File: config.mk
export PLATFORM = sky130hd
export DESIGN_NAME = sha256_hash_core_top_flat
export DESIGN_NICKNAME = d
export VERILOG_FILES = /design/src/design/sha256_pkg.sv /design/src/design/sha256_if.sv /design/src/design/sha256_hash_core_top.sv /design/src/flat_wrapper.sv
export SDC_FILE = /design/constraint.sdc
export NUM_CORES = 2
export LEC_CHECK = 0
export BUFFER_PORTS_ARGS = -buffer_cell sky130_fd_sc_hd__buf_4
export CELL_PAD_IN_SITES_DETAIL_PLACEMENT = 2
export CELL_PAD_IN_SITES_GLOBAL_PLACEMENT = 2
export CORE_ASPECT_RATIO = 1.2
export CORE_MARGIN = 4
export CORE_UTILIZATION = 29
export CTS_BUF_LIST = sky130_fd_sc_hd__clkbuf_2
export DETAILED_ROUTE_END_ITERATION = 8
export GPL_TIMING_DRIVEN = 0
export PLACE_DENSITY_LB_ADDON = 0.1
export SYNTH_ARGS = -nofsm -noshare
export SYNTH_HDL_FRONTEND = slang
export SYNTH_SLANG_ARGS = --single-unit
File: constraint.sdc
create_clock -name i_clk -period 26.8 [get_ports i_clk]
set_input_delay 1.34 -clock i_clk [delete_from_list [all_inputs] [get_ports i_clk]]
set_output_delay 1.34 -clock i_clk [all_outputs]
set_load 0.005 [all_outputs]
File: src/design/sha256_pkg.sv
`default_nettype none

package sha256_pkg;

    localparam int WORD_W     = 32;
    localparam int VBYTES_W   = 3;
    localparam int LEN_W      = 64;
    localparam int NUM_CHAIN  = 8;
    localparam int NUM_WIN    = 16;
    localparam int NUM_ROUNDS = 64;
    localparam int ROUND_W    = $clog2(NUM_ROUNDS);
    localparam int WCNT_W     = $clog2(NUM_WIN);
    localparam int IDX_W      = $clog2(NUM_CHAIN);

    typedef logic [WORD_W-1:0]   t_word;
    typedef logic [VBYTES_W-1:0] t_vbytes;
    typedef logic [LEN_W-1:0]    t_len;

    localparam logic [7:0] PAD_BYTE   = 8'h80;
    localparam t_vbytes    FULL_BYTES = 3'd4;

    localparam t_word IV_TABLE [NUM_CHAIN] = '{
        32'h6a09e667, 32'hbb67ae85, 32'h3c6ef372, 32'ha54ff53a,
        32'h510e527f, 32'h9b05688c, 32'h1f83d9ab, 32'h5be0cd19
    };

    localparam t_word K_TABLE [NUM_ROUNDS] = '{
        32'h428a2f98, 32'h71374491, 32'hb5c0fbcf, 32'he9b5dba5,
        32'h3956c25b, 32'h59f111f1, 32'h923f82a4, 32'hab1c5ed5,
        32'hd807aa98, 32'h12835b01, 32'h243185be, 32'h550c7dc3,
        32'h72be5d74, 32'h80deb1fe, 32'h9bdc06a7, 32'hc19bf174,
        32'he49b69c1, 32'hefbe4786, 32'h0fc19dc6, 32'h240ca1cc,
        32'h2de92c6f, 32'h4a7484aa, 32'h5cb0a9dc, 32'h76f988da,
        32'h983e5152, 32'ha831c66d, 32'hb00327c8, 32'hbf597fc7,
        32'hc6e00bf3, 32'hd5a79147, 32'h06ca6351, 32'h14292967,
        32'h27b70a85, 32'h2e1b2138, 32'h4d2c6dfc, 32'h53380d13,
        32'h650a7354, 32'h766a0abb, 32'h81c2c92e, 32'h92722c85,
        32'ha2bfe8a1, 32'ha81a664b, 32'hc24b8b70, 32'hc76c51a3,
        32'hd192e819, 32'hd6990624, 32'hf40e3585, 32'h106aa070,
        32'h19a4c116, 32'h1e376c08, 32'h2748774c, 32'h34b0bcb5,
        32'h391c0cb3, 32'h4ed8aa4a, 32'h5b9cca4f, 32'h682e6ff3,
        32'h748f82ee, 32'h78a5636f, 32'h84c87814, 32'h8cc70208,
        32'h90befffa, 32'ha4506ceb, 32'hbef9a3f7, 32'hc67178f2
    };

    function automatic t_word big_sigma0(input t_word x);
        return {x[1:0], x[31:2]} ^ {x[12:0], x[31:13]} ^ {x[21:0], x[31:22]};
    endfunction

    function automatic t_word big_sigma1(input t_word x);
        return {x[5:0], x[31:6]} ^ {x[10:0], x[31:11]} ^ {x[24:0], x[31:25]};
    endfunction

    function automatic t_word small_sigma0(input t_word x);
        return {x[6:0], x[31:7]} ^ {x[17:0], x[31:18]} ^ {3'b000, x[31:3]};
    endfunction

    function automatic t_word small_sigma1(input t_word x);
        return {x[16:0], x[31:17]} ^ {x[18:0], x[31:19]} ^ {10'b0, x[31:10]};
    endfunction

endpackage

`default_nettype wire

File: src/design/sha256_if.sv
`default_nettype none

interface sha256_in_if;
    logic                     valid;
    logic                     ready;
    sha256_pkg::t_word        message_word;
    sha256_pkg::t_vbytes      valid_bytes;
    logic                     final_word;

    modport source(output valid, output message_word, output valid_bytes,
                   output final_word, input ready);
    modport sink(input valid, input message_word, input valid_bytes,
                 input final_word, output ready);
endinterface

interface sha256_out_if;
    logic                              valid;
    logic                              ready;
    sha256_pkg::t_word                 digest_word;
    logic [sha256_pkg::IDX_W-1:0]      word_index;
    logic                              last_word;

    modport source(output valid, output digest_word, output word_index,
                   output last_word, input ready);
    modport sink(input valid, input digest_word, input word_index,
                 input last_word, output ready);
endinterface

`default_nettype wire

File: src/design/sha256_hash_core_top.sv
// Each accepted word fills one slot of a 16-word block; a full block then runs its 64
// rounds and a fold, during which no item is accepted. A final word adds up to two
// padding blocks, then 8 digest items, one per cycle while the receiver is ready.
// Throughput is set by the single shared round unit: one SHA-256 round per cycle.
// Reset (i_rst_n low, synchronous) loads the initial hash, clears the length and
// the word count, and leaves the block ready for a new message.
`default_nettype none

module sha256_hash_core_top (
    input  wire              i_clk,
    input  wire              i_rst_n,
    sha256_in_if.sink        i_in,
    sha256_out_if.source     o_out
);

    localparam logic [2:0] S_IDLE  = 3'd0;
    localparam logic [2:0] S_PAD   = 3'd1;
    localparam logic [2:0] S_ROUND = 3'd2;
    localparam logic [2:0] S_FOLD  = 3'd3;
    localparam logic [2:0] S_OUT   = 3'd4;

    localparam int NW = sha256_pkg::NUM_WIN;
    localparam int NC = sha256_pkg::NUM_CHAIN;

    logic [2:0]                         r_state, n_state;
    logic [sha256_pkg::WCNT_W-1:0]      r_cnt, n_cnt;
    logic [sha256_pkg::ROUND_W-1:0]     r_rnd, n_rnd;
    logic [sha256_pkg::IDX_W-1:0]       r_idx, n_idx;
    sha256_pkg::t_len                   r_len, n_len;
    logic                               r_final, n_final;
    logic                               r_pad_pend, n_pad_pend;
    logic                               r_len_hi, n_len_hi;
    logic                               r_len_done, n_len_done;
    logic                               w_restart;

    sha256_pkg::t_word  r_win   [NW];
    sha256_pkg::t_word  r_v     [NC];
    sha256_pkg::t_word  r_chain [NC];

    logic                 w_push;
    sha256_pkg::t_word    w_push_word;
    sha256_pkg::t_vbytes  w_vb;
    sha256_pkg::t_word    w_padded;
    sha256_pkg::t_word    w_sched;
    sha256_pkg::t_word    w_wt;
    sha256_pkg::t_word    w_t1;
    sha256_pkg::t_word    w_t2;
    sha256_pkg::t_word    w_ch;
    sha256_pkg::t_word    w_maj;
    logic                 w_in_acc;
    logic                 w_out_acc;

    assign i_in.ready        = (r_state == S_IDLE);
    assign o_out.valid       = (r_state == S_OUT);
    assign o_out.digest_word = r_chain[r_idx];
    assign o_out.word_index  = r_idx;
    assign o_out.last_word   = (r_idx == sha256_pkg::IDX_W'(NC - 1));

    assign w_in_acc  = i_in.valid && i_in.ready;
    assign w_out_acc = o_out.valid && o_out.ready;

    // Clamp byte count and place the pad byte after the last message byte
    always_comb begin
        w_vb = (i_in.valid_bytes > sha256_pkg::FULL_BYTES) ? sha256_pkg::FULL_BYTES
                                                           : i_in.valid_bytes;
        case (w_vb)
            3'd0:    w_padded = {sha256_pkg::PAD_BYTE, 24'h0};
            3'd1:    w_padded = {i_in.message_word[31:24], sha256_pkg::PAD_BYTE, 16'h0};
            3'd2:    w_padded = {i_in.message_word[31:16], sha256_pkg::PAD_BYTE, 8'h0};
            3'd3:    w_padded = {i_in.message_word[31:8], sha256_pkg::PAD_BYTE};
            default: w_padded = i_in.message_word;
        endcase
    end

    // Shared round unit: schedule word and one compression round
    always_comb begin
        w_sched = r_win[0] + r_win[9] + sha256_pkg::small_sigma0(r_win[1])
                + sha256_pkg::small_sigma1(r_win[14]);
        w_wt    = (r_rnd[sha256_pkg::ROUND_W-1:4] == '0) ? r_win[0] : w_sched;
        w_ch    = (r_v[4] & r_v[5]) ^ (~r_v[4] & r_v[6]);
        w_maj   = (r_v[0] & r_v[1]) ^ (r_v[1] & r_v[2]) ^ (r_v[0] & r_v[2]);
        w_t1    = r_v[7] + sha256_pkg::big_sigma1(r_v[4]) + w_ch
                + sha256_pkg::K_TABLE[r_rnd] + w_wt;
        w_t2    = sha256_pkg::big_sigma0(r_v[0]) + w_maj;
    end

    // Sequencer: collect words, pad, run rounds, fold, emit digest
    always_comb begin
        n_state     = r_state;
        n_cnt       = r_cnt;
        n_rnd       = r_rnd;
        n_idx       = r_idx;
        n_len       = r_len;
        n_final     = r_final;
        n_pad_pend  = r_pad_pend;
        n_len_hi    = r_len_hi;
        n_len_done  = r_len_done;
        w_push      = 1'b0;
        w_push_word = '0;
        w_restart   = 1'b0;
        case (r_state)
            S_IDLE: begin
                if (w_in_acc) begin
                    w_push = 1'b1;
                    if (i_in.final_word) begin
                        w_push_word = w_padded;
                        n_len       = r_len + sha256_pkg::LEN_W'({w_vb, 3'b000});
                        n_final     = 1'b1;
                        n_pad_pend  = (w_vb == sha256_pkg::FULL_BYTES);
                        n_state     = S_PAD;
                    end else begin
                        w_push_word = i_in.message_word;
                        n_len       = r_len + sha256_pkg::LEN_W'(32);
                    end
                end
            end
            S_PAD: begin
                w_push = 1'b1;
                if (r_pad_pend) begin
                    w_push_word = {sha256_pkg::PAD_BYTE, 24'h0};
                    n_pad_pend  = 1'b0;
                end else if (r_cnt == sha256_pkg::WCNT_W'(NW - 2)) begin
                    w_push_word = r_len[63:32];
                    n_len_hi    = 1'b1;
                end else if (r_cnt == sha256_pkg::WCNT_W'(NW - 1) && r_len_hi) begin
                    w_push_word = r_len[31:0];
                    n_len_done  = 1'b1;
                end
            end
            S_ROUND: begin
                n_rnd = r_rnd + 1'b1;
                if (r_rnd == sha256_pkg::ROUND_W'(sha256_pkg::NUM_ROUNDS - 1)) begin
                    n_state = S_FOLD;
                end
            end
            S_FOLD: begin
                if (r_len_done) begin
                    n_state = S_OUT;
                    n_idx   = '0;
                end else if (r_final) begin
                    n_state = S_PAD;
                end else begin
                    n_state = S_IDLE;
                end
            end
            S_OUT: begin
                if (w_out_acc) begin
                    n_idx = r_idx + 1'b1;
                    if (r_idx == sha256_pkg::IDX_W'(NC - 1)) begin
                        w_restart  = 1'b1;
                        n_state    = S_IDLE;
                        n_len      = '0;
                        n_final    = 1'b0;
                        n_pad_pend = 1'b0;
                        n_len_hi   = 1'b0;
                        n_len_done = 1'b0;
                    end
                end
            end
            default: n_state = S_IDLE;
        endcase
        // a full block starts the rounds
        if (w_push) begin
            n_cnt = r_cnt + 1'b1;
            if (r_cnt == sha256_pkg::WCNT_W'(NW - 1)) begin
                n_state = S_ROUND;
                n_rnd   = '0;
            end
        end
    end

    // Control state
    always_ff @(posedge i_clk) begin
        if (!i_rst_n) begin
            r_state    <= S_IDLE;
            r_cnt      <= '0;
            r_rnd      <= '0;
            r_idx      <= '0;
            r_len      <= '0;
            r_final    <= 1'b0;
            r_pad_pend <= 1'b0;
            r_len_hi   <= 1'b0;
            r_len_done <= 1'b0;
        end else begin
            r_state    <= n_state;
            r_cnt      <= n_cnt;
            r_rnd      <= n_rnd;
            r_idx      <= n_idx;
            r_len      <= n_len;
            r_final    <= n_final;
            r_pad_pend <= n_pad_pend;
            r_len_hi   <= n_len_hi;
            r_len_done <= n_len_done;
        end
    end

    // Chaining value: load initial hash, fold working variables after a block
    always_ff @(posedge i_clk) begin
        if (!i_rst_n || w_restart) begin
            for (int j = 0; j < NC; j++) begin
                r_chain[j] <= sha256_pkg::IV_TABLE[j];
            end
        end else if (r_state == S_FOLD) begin
            for (int j = 0; j < NC; j++) begin
                r_chain[j] <= r_chain[j] + r_v[j];
            end
        end
    end

    // Schedule window: shift in pushed words, rotate through it during rounds
    always_ff @(posedge i_clk) begin
        if (w_push || r_state == S_ROUND) begin
            for (int p = 0; p < NW - 1; p++) begin
                r_win[p] <= r_win[p+1];
            end
            r_win[NW-1] <= w_push ? w_push_word : w_wt;
        end
    end

    // Working variables: load from the chain at block start, advance per round
    always_ff @(posedge i_clk) begin
        if (w_push && r_cnt == sha256_pkg::WCNT_W'(NW - 1)) begin
            for (int j = 0; j < NC; j++) begin
                r_v[j] <= r_chain[j];
            end
        end else if (r_state == S_ROUND) begin
            r_v[7] <= r_v[6];
            r_v[6] <= r_v[5];
            r_v[5] <= r_v[4];
            r_v[4] <= r_v[3] + w_t1;
            r_v[3] <= r_v[2];
            r_v[2] <= r_v[1];
            r_v[1] <= r_v[0];
            r_v[0] <= w_t1 + w_t2;
        end
    end

endmodule

`default_nettype wire

File: src/flat_wrapper.sv
// flat-port wrapper written by rule: the top's interface ports become plain ports
module sha256_hash_core_top_flat 
  (i_clk, i_rst_n, i_in_valid, i_in_message_word, i_in_valid_bytes, i_in_final_word, i_in_ready, o_out_valid, o_out_digest_word, o_out_word_index, o_out_last_word, o_out_ready);
  sha256_in_if i_in_i ();
  sha256_out_if o_out_i ();
  input  wire i_clk;
  input  wire i_rst_n;
  input wire logic [$bits(i_in_i.valid)-1:0] i_in_valid;
  input wire logic [$bits(i_in_i.message_word)-1:0] i_in_message_word;
  input wire logic [$bits(i_in_i.valid_bytes)-1:0] i_in_valid_bytes;
  input wire logic [$bits(i_in_i.final_word)-1:0] i_in_final_word;
  output wire logic [$bits(i_in_i.ready)-1:0] i_in_ready;
  output wire logic [$bits(o_out_i.valid)-1:0] o_out_valid;
  output wire logic [$bits(o_out_i.digest_word)-1:0] o_out_digest_word;
  output wire logic [$bits(o_out_i.word_index)-1:0] o_out_word_index;
  output wire logic [$bits(o_out_i.last_word)-1:0] o_out_last_word;
  input wire logic [$bits(o_out_i.ready)-1:0] o_out_ready;
  assign i_in_i.valid = i_in_valid;
  assign i_in_i.message_word = i_in_message_word;
  assign i_in_i.valid_bytes = i_in_valid_bytes;
  assign i_in_i.final_word = i_in_final_word;
  assign i_in_ready = i_in_i.ready;
  assign o_out_valid = o_out_i.valid;
  assign o_out_digest_word = o_out_i.digest_word;
  assign o_out_word_index = o_out_i.word_index;
  assign o_out_last_word = o_out_i.last_word;
  assign o_out_i.ready = o_out_ready;
  sha256_hash_core_top u_core (.i_clk(i_clk), .i_rst_n(i_rst_n), .i_in(i_in_i), .o_out(o_out_i));
endmodule
==> run summary <==
YOSYS
---------------------------------------------------------------------------------
Most used DFF post-synth                                             sky130_fd_sc_hd__edfxtp_1
Number of library cell types mapped by synthesis                               97
Post-synth design cell area                                           69170 sq um
Gate Count Post-Synth                                                        6491
Synthesized area divided by synthesized cell count                    10.66 sq um
Register bit total from synthesis                                            1108
Fraction of post-synthesis cell area in the top cell type by area          44.45%
Post-synth ARST share                                                          0%
EDFF count, synth                                                            1024
Synth top area cells                                                 sky130_fd_sc_hd__edfxtp_1 (44%), sky130_fd_sc_hd__ha_1 (7.4%), sky130_fd_sc_hd__fa_1 (5.7%)
Sequential cell area fraction in the yosys report                          46.89%
Yosys Warn Count                                                                0
Cell type with the largest total area after synthesis                sky130_fd_sc_hd__edfxtp_1
Syn_nets                                                                     7138

CLOCKING
---------------------------------------------------------------------------------
Clock network latency to the later pin of the worst-skew pair             1680 ps
Number of buffers created by CTS                                              330
Clock sinks                                                                  1108
Register clock-pin slew on the reported worst setup and hold paths         130 ps
Root buffer selected by CTS                                          sky130_fd_sc_hd__clkbuf_2
Number of buffers added for setup after CTS                                     0
CTS H-tree lvls                                                                 5
Longest Clk Path Bufs                                                           4
Clock tree from TritonCTS                                                   built

FLOORPLAN
---------------------------------------------------------------------------------
Die Y                                                                    543.0 um
Core Footprint                                                       237400 sq um
Starting utilization of the core area                                      29.14%
Number of placement rows                                                      196
X dimension of the die                                                   453.8 um
Die area                                                             246400 sq um
Boundary Pins                                                                  78

MIN PATH
---------------------------------------------------------------------------------
Type of the most critical hold path                                  input pin to flip-flop

FINISH
---------------------------------------------------------------------------------
Most common cell after layout, fill and taps aside                   sky130_fd_sc_hd__nand2_1
Layout overhead on the synthesized area                                    11.97%
Fill cells                                                                 26.15k
Leading cell types in the layout, fill and taps excluded             sky130_fd_sc_hd__nand2_1 (1038), sky130_fd_sc_hd__edfxtp_1 (1024), sky130_fd_sc_hd__clkbuf_2 (485), sky130_fd_sc_hd__ha_1 (411), sky130_fd_sc_hd__inv_1 (398)
Fraction of final layout cells with drive strength greater than 1          11.28%
Nets                                                                         7594

OUTCOME
---------------------------------------------------------------------------------
Status                                                               finished clean

CRITICAL PATH
---------------------------------------------------------------------------------
Arrival time reported for the critical path endpoint                     14170 ps
Critical path capture point type                                        flip-flop
Critical Path Max Stage Delay                                             1010 ps
Critical path startpoint category                                       flip-flop
Master of the slowest instance on the critical path                  sky130_fd_sc_hd__dfxtp_1
Critical Path Most Common Cell                                       sky130_fd_sc_hd__a21oi_1
Crit path kind                                                       flip-flop to flip-flop
Critical path required time                                              28140 ps
Worst Path Max Fanout                                                          15

TIMING
---------------------------------------------------------------------------------
Worst slew pin tran                                                       1464 ps
Final setup slack of the worst path                                      13970 ps
Final clock skew                                                         206.0 ps
Max Freq                                                                77.93 MHz
Fin Setup TNS                                                                0 ps
Final clock period utilization by the worst path                           47.88%
Post-layout minimum cycle time                                           12830 ps
Slew Limit Headroom                                                        2.423%
Final count of negative-setup-slack endpoints                                   0
Count of final max-slew check failures                                          0
Number of endpoints with negative hold slack in the final report                0
RSZ-0062 raised after global routing                                        false

PWR
---------------------------------------------------------------------------------
Power spent charging and discharging nets                                2.148 mW
Combinational share of power                                                35.6%
Switching Share                                                            39.62%
Internal power                                                           3.273 mW
Static Leakage                                                           29.79 nW
Maximum vdd ir drop                                                    0.04061 mV
Cell area power density                                              70.00 nW/um^2
Part of the total power dissipated in sequential elements                   39.5%
Share of power burned in the clock network                                  24.9%

ROUTING
---------------------------------------------------------------------------------
Detail-routed via count per cell                                            5.166
Vias                                                                       53.47k
Number of DRC markers after the initial detailed-route iteration             2876
First-pass iteration count of the detailed router                               7
Detailed-route wire length per cell                                      30.32 um
DRC violations left                                                             0
Final antenna-violating net count                                               0
Routed WL                                                               313900 um

FLOW RUN
---------------------------------------------------------------------------------
Number of maximum-capacitance constraint violations                             0

GLOBAL ROUTING
---------------------------------------------------------------------------------
Initial antenna violation count                                                28
Via count of the first global-routing pass                                 59.52k
Maximum number of pins on one net before global-route repair                   75
Global router's overall resource usage                                     25.13%
Total global routing overflow                                                   0
First-pass GRT wire length                                              440600 um

PLACED DESIGN
---------------------------------------------------------------------------------
RePlAce Congestion                                                         0.9328
Worst Setup Slack post-DPL                                               13970 ps
HPWL after detailed placement                                           252300 um
Number of input and output port buffers inserted                               76

==> kinds of logic after synthesis <==
| logic type | share of synthesized area (%) |
|---|---|
| AO/OA/AOI/OAI | 12.67 |
| AND/OR/NAND/NOR | 12.48 |
| multiplexers | 3.328 |
| buffers and inverters | 3.636 |
| flip-flops | 46.89 |
| adder cells (fa/ha/maj) | 13.37 |
| XOR/XNOR | 7.624 |
==> state kept, by name, indices dropped and copies added, names as in the netlist, 3 cells and up, named ones only <==
| signal | cells |
|---|---|
| u_core.r_cnt | 4 |
| u_core.r_state | 3 |
| u_core.o_out.word_index | 3 |
| u_core.r_len | 61 |
| u_core.r_win | 512 |
| u_core.r_chain | 256 |
| u_core.r_rnd | 6 |
| u_core.r_v | 256 |
==> per-layer routing <==
metal,vias up,wire [um],track usage (%)
met1,27645,120400,27.72
met2,1088,165900,47.31
met3,561,9829,3.124
met5,-,161,0
li1,24156,-,-
met4,22,17650,12.07
==> final timing paths <==
check | slack [ps] | from | depth (start not counted) | to
min reg2reg | 290 | u_core.r_win[7][49] | 0 | u_core.r_win[7][17]
max | 13970 | u_core.r_rnd[2] | 40 | u_core.r_v[0][31]
max reg2reg | 13970 | u_core.r_rnd[2] | 40 | u_core.r_v[0][31]
min | 220 | i_in_message_word[3] | 3 | u_core.r_win[7][35]
==> critical path, delay by kind of cell (launching register included) <==
family	cells	cell delay [ps]
adder cells (fa/ha/maj)	6	2760
AND/OR/NAND/NOR	4	610
XOR/XNOR	3	660
flip-flops	1	1010
AO/OA/AOI/OAI	19	4760
buffers and inverters	8	2780
==> cell usage after synthesis (29+ instances only) <==
cell type	number
sky130_fd_sc_hd__buf_1	29
sky130_fd_sc_hd__nor3_1	94
sky130_fd_sc_hd__mux4_2	65
sky130_fd_sc_hd__clkbuf_1	235
sky130_fd_sc_hd__mux2_2	62
sky130_fd_sc_hd__fa_1	196
sky130_fd_sc_hd__a21oi_1	378
sky130_fd_sc_hd__inv_1	398
sky130_fd_sc_hd__a211oi_1	48
sky130_fd_sc_hd__dfxtp_1	84
sky130_fd_sc_hd__a31oi_1	37
sky130_fd_sc_hd__o221ai_1	32
sky130_fd_sc_hd__nand2_1	1041
sky130_fd_sc_hd__edfxtp_1	1024
sky130_fd_sc_hd__nand4_1	39
sky130_fd_sc_hd__a21o_1	183
sky130_fd_sc_hd__o31ai_1	40
sky130_fd_sc_hd__o21a_1	49
sky130_fd_sc_hd__or3_1	50
sky130_fd_sc_hd__xor2_1	209
sky130_fd_sc_hd__and3_1	48
sky130_fd_sc_hd__xnor2_1	388
sky130_fd_sc_hd__nand2b_1	79
sky130_fd_sc_hd__nand3_1	80
sky130_fd_sc_hd__nor2_1	378
sky130_fd_sc_hd__a22oi_1	38
sky130_fd_sc_hd__ha_1	411
sky130_fd_sc_hd__and2_1	29
sky130_fd_sc_hd__nor2b_1	59
sky130_fd_sc_hd__o21bai_1	51
sky130_fd_sc_hd__o21ai_0	339
==> per-stage QoR <==
step                      hold slack (ps)  power (mW)  std cells  utilization, %  area (sq um)
final                               219.0       5.421      10351           32.63         77450
after global routing                59.60       5.801      10346           32.62         77440
after CTS                          0.2941       5.505      10341           32.62         77430
after detailed placement            405.1       4.095       9768           31.37         74470
after global placement              400.5       4.090       9735           31.05         73700
after floorplan                     400.3       3.506       6491               -         69170
==> power by group through the flow <==
stage | clock [mW] | sequential [mW] | combinational (mW)
floorplan | 0 | 2.16 | 1.35
global placement | 0 | 2.24 | 1.85
detailed placement | 0 | 2.18 | 1.91
CTS | 1.43 | 2.15 | 1.93
global route | 1.51 | 2.15 | 2.14
finish | 1.35 | 2.14 | 1.93
==> cell type report <==
| cell class | instances | area (sq um) | share of cell area, % |
|---|---|---|---|
| inverters | 399 | 1498 | 1.934 |
| diodes | 10 | 25.02 | 0.03231 |
| repair buffers | 124 | 1419 | 1.832 |
| clock buffers | 473 | 2367 | 3.056 |
| clock inverters | 85 | 442.9 | 0.5719 |
| plain buffers | 268 | 1036 | 1.338 |
| flip-flops and latches | 1108 | 32430 | 41.87 |
| well taps | 3168 | 3964 | 5.118 |
| multi-input cells | 4716 | 34270 | 44.25 |
==> timing repair <==
item                                   CTS  global route
resized for setup                        0             0
endpoints found under the hold margin   15             0
hold buffers                            15             0
(Power assumes the default switching activity.)
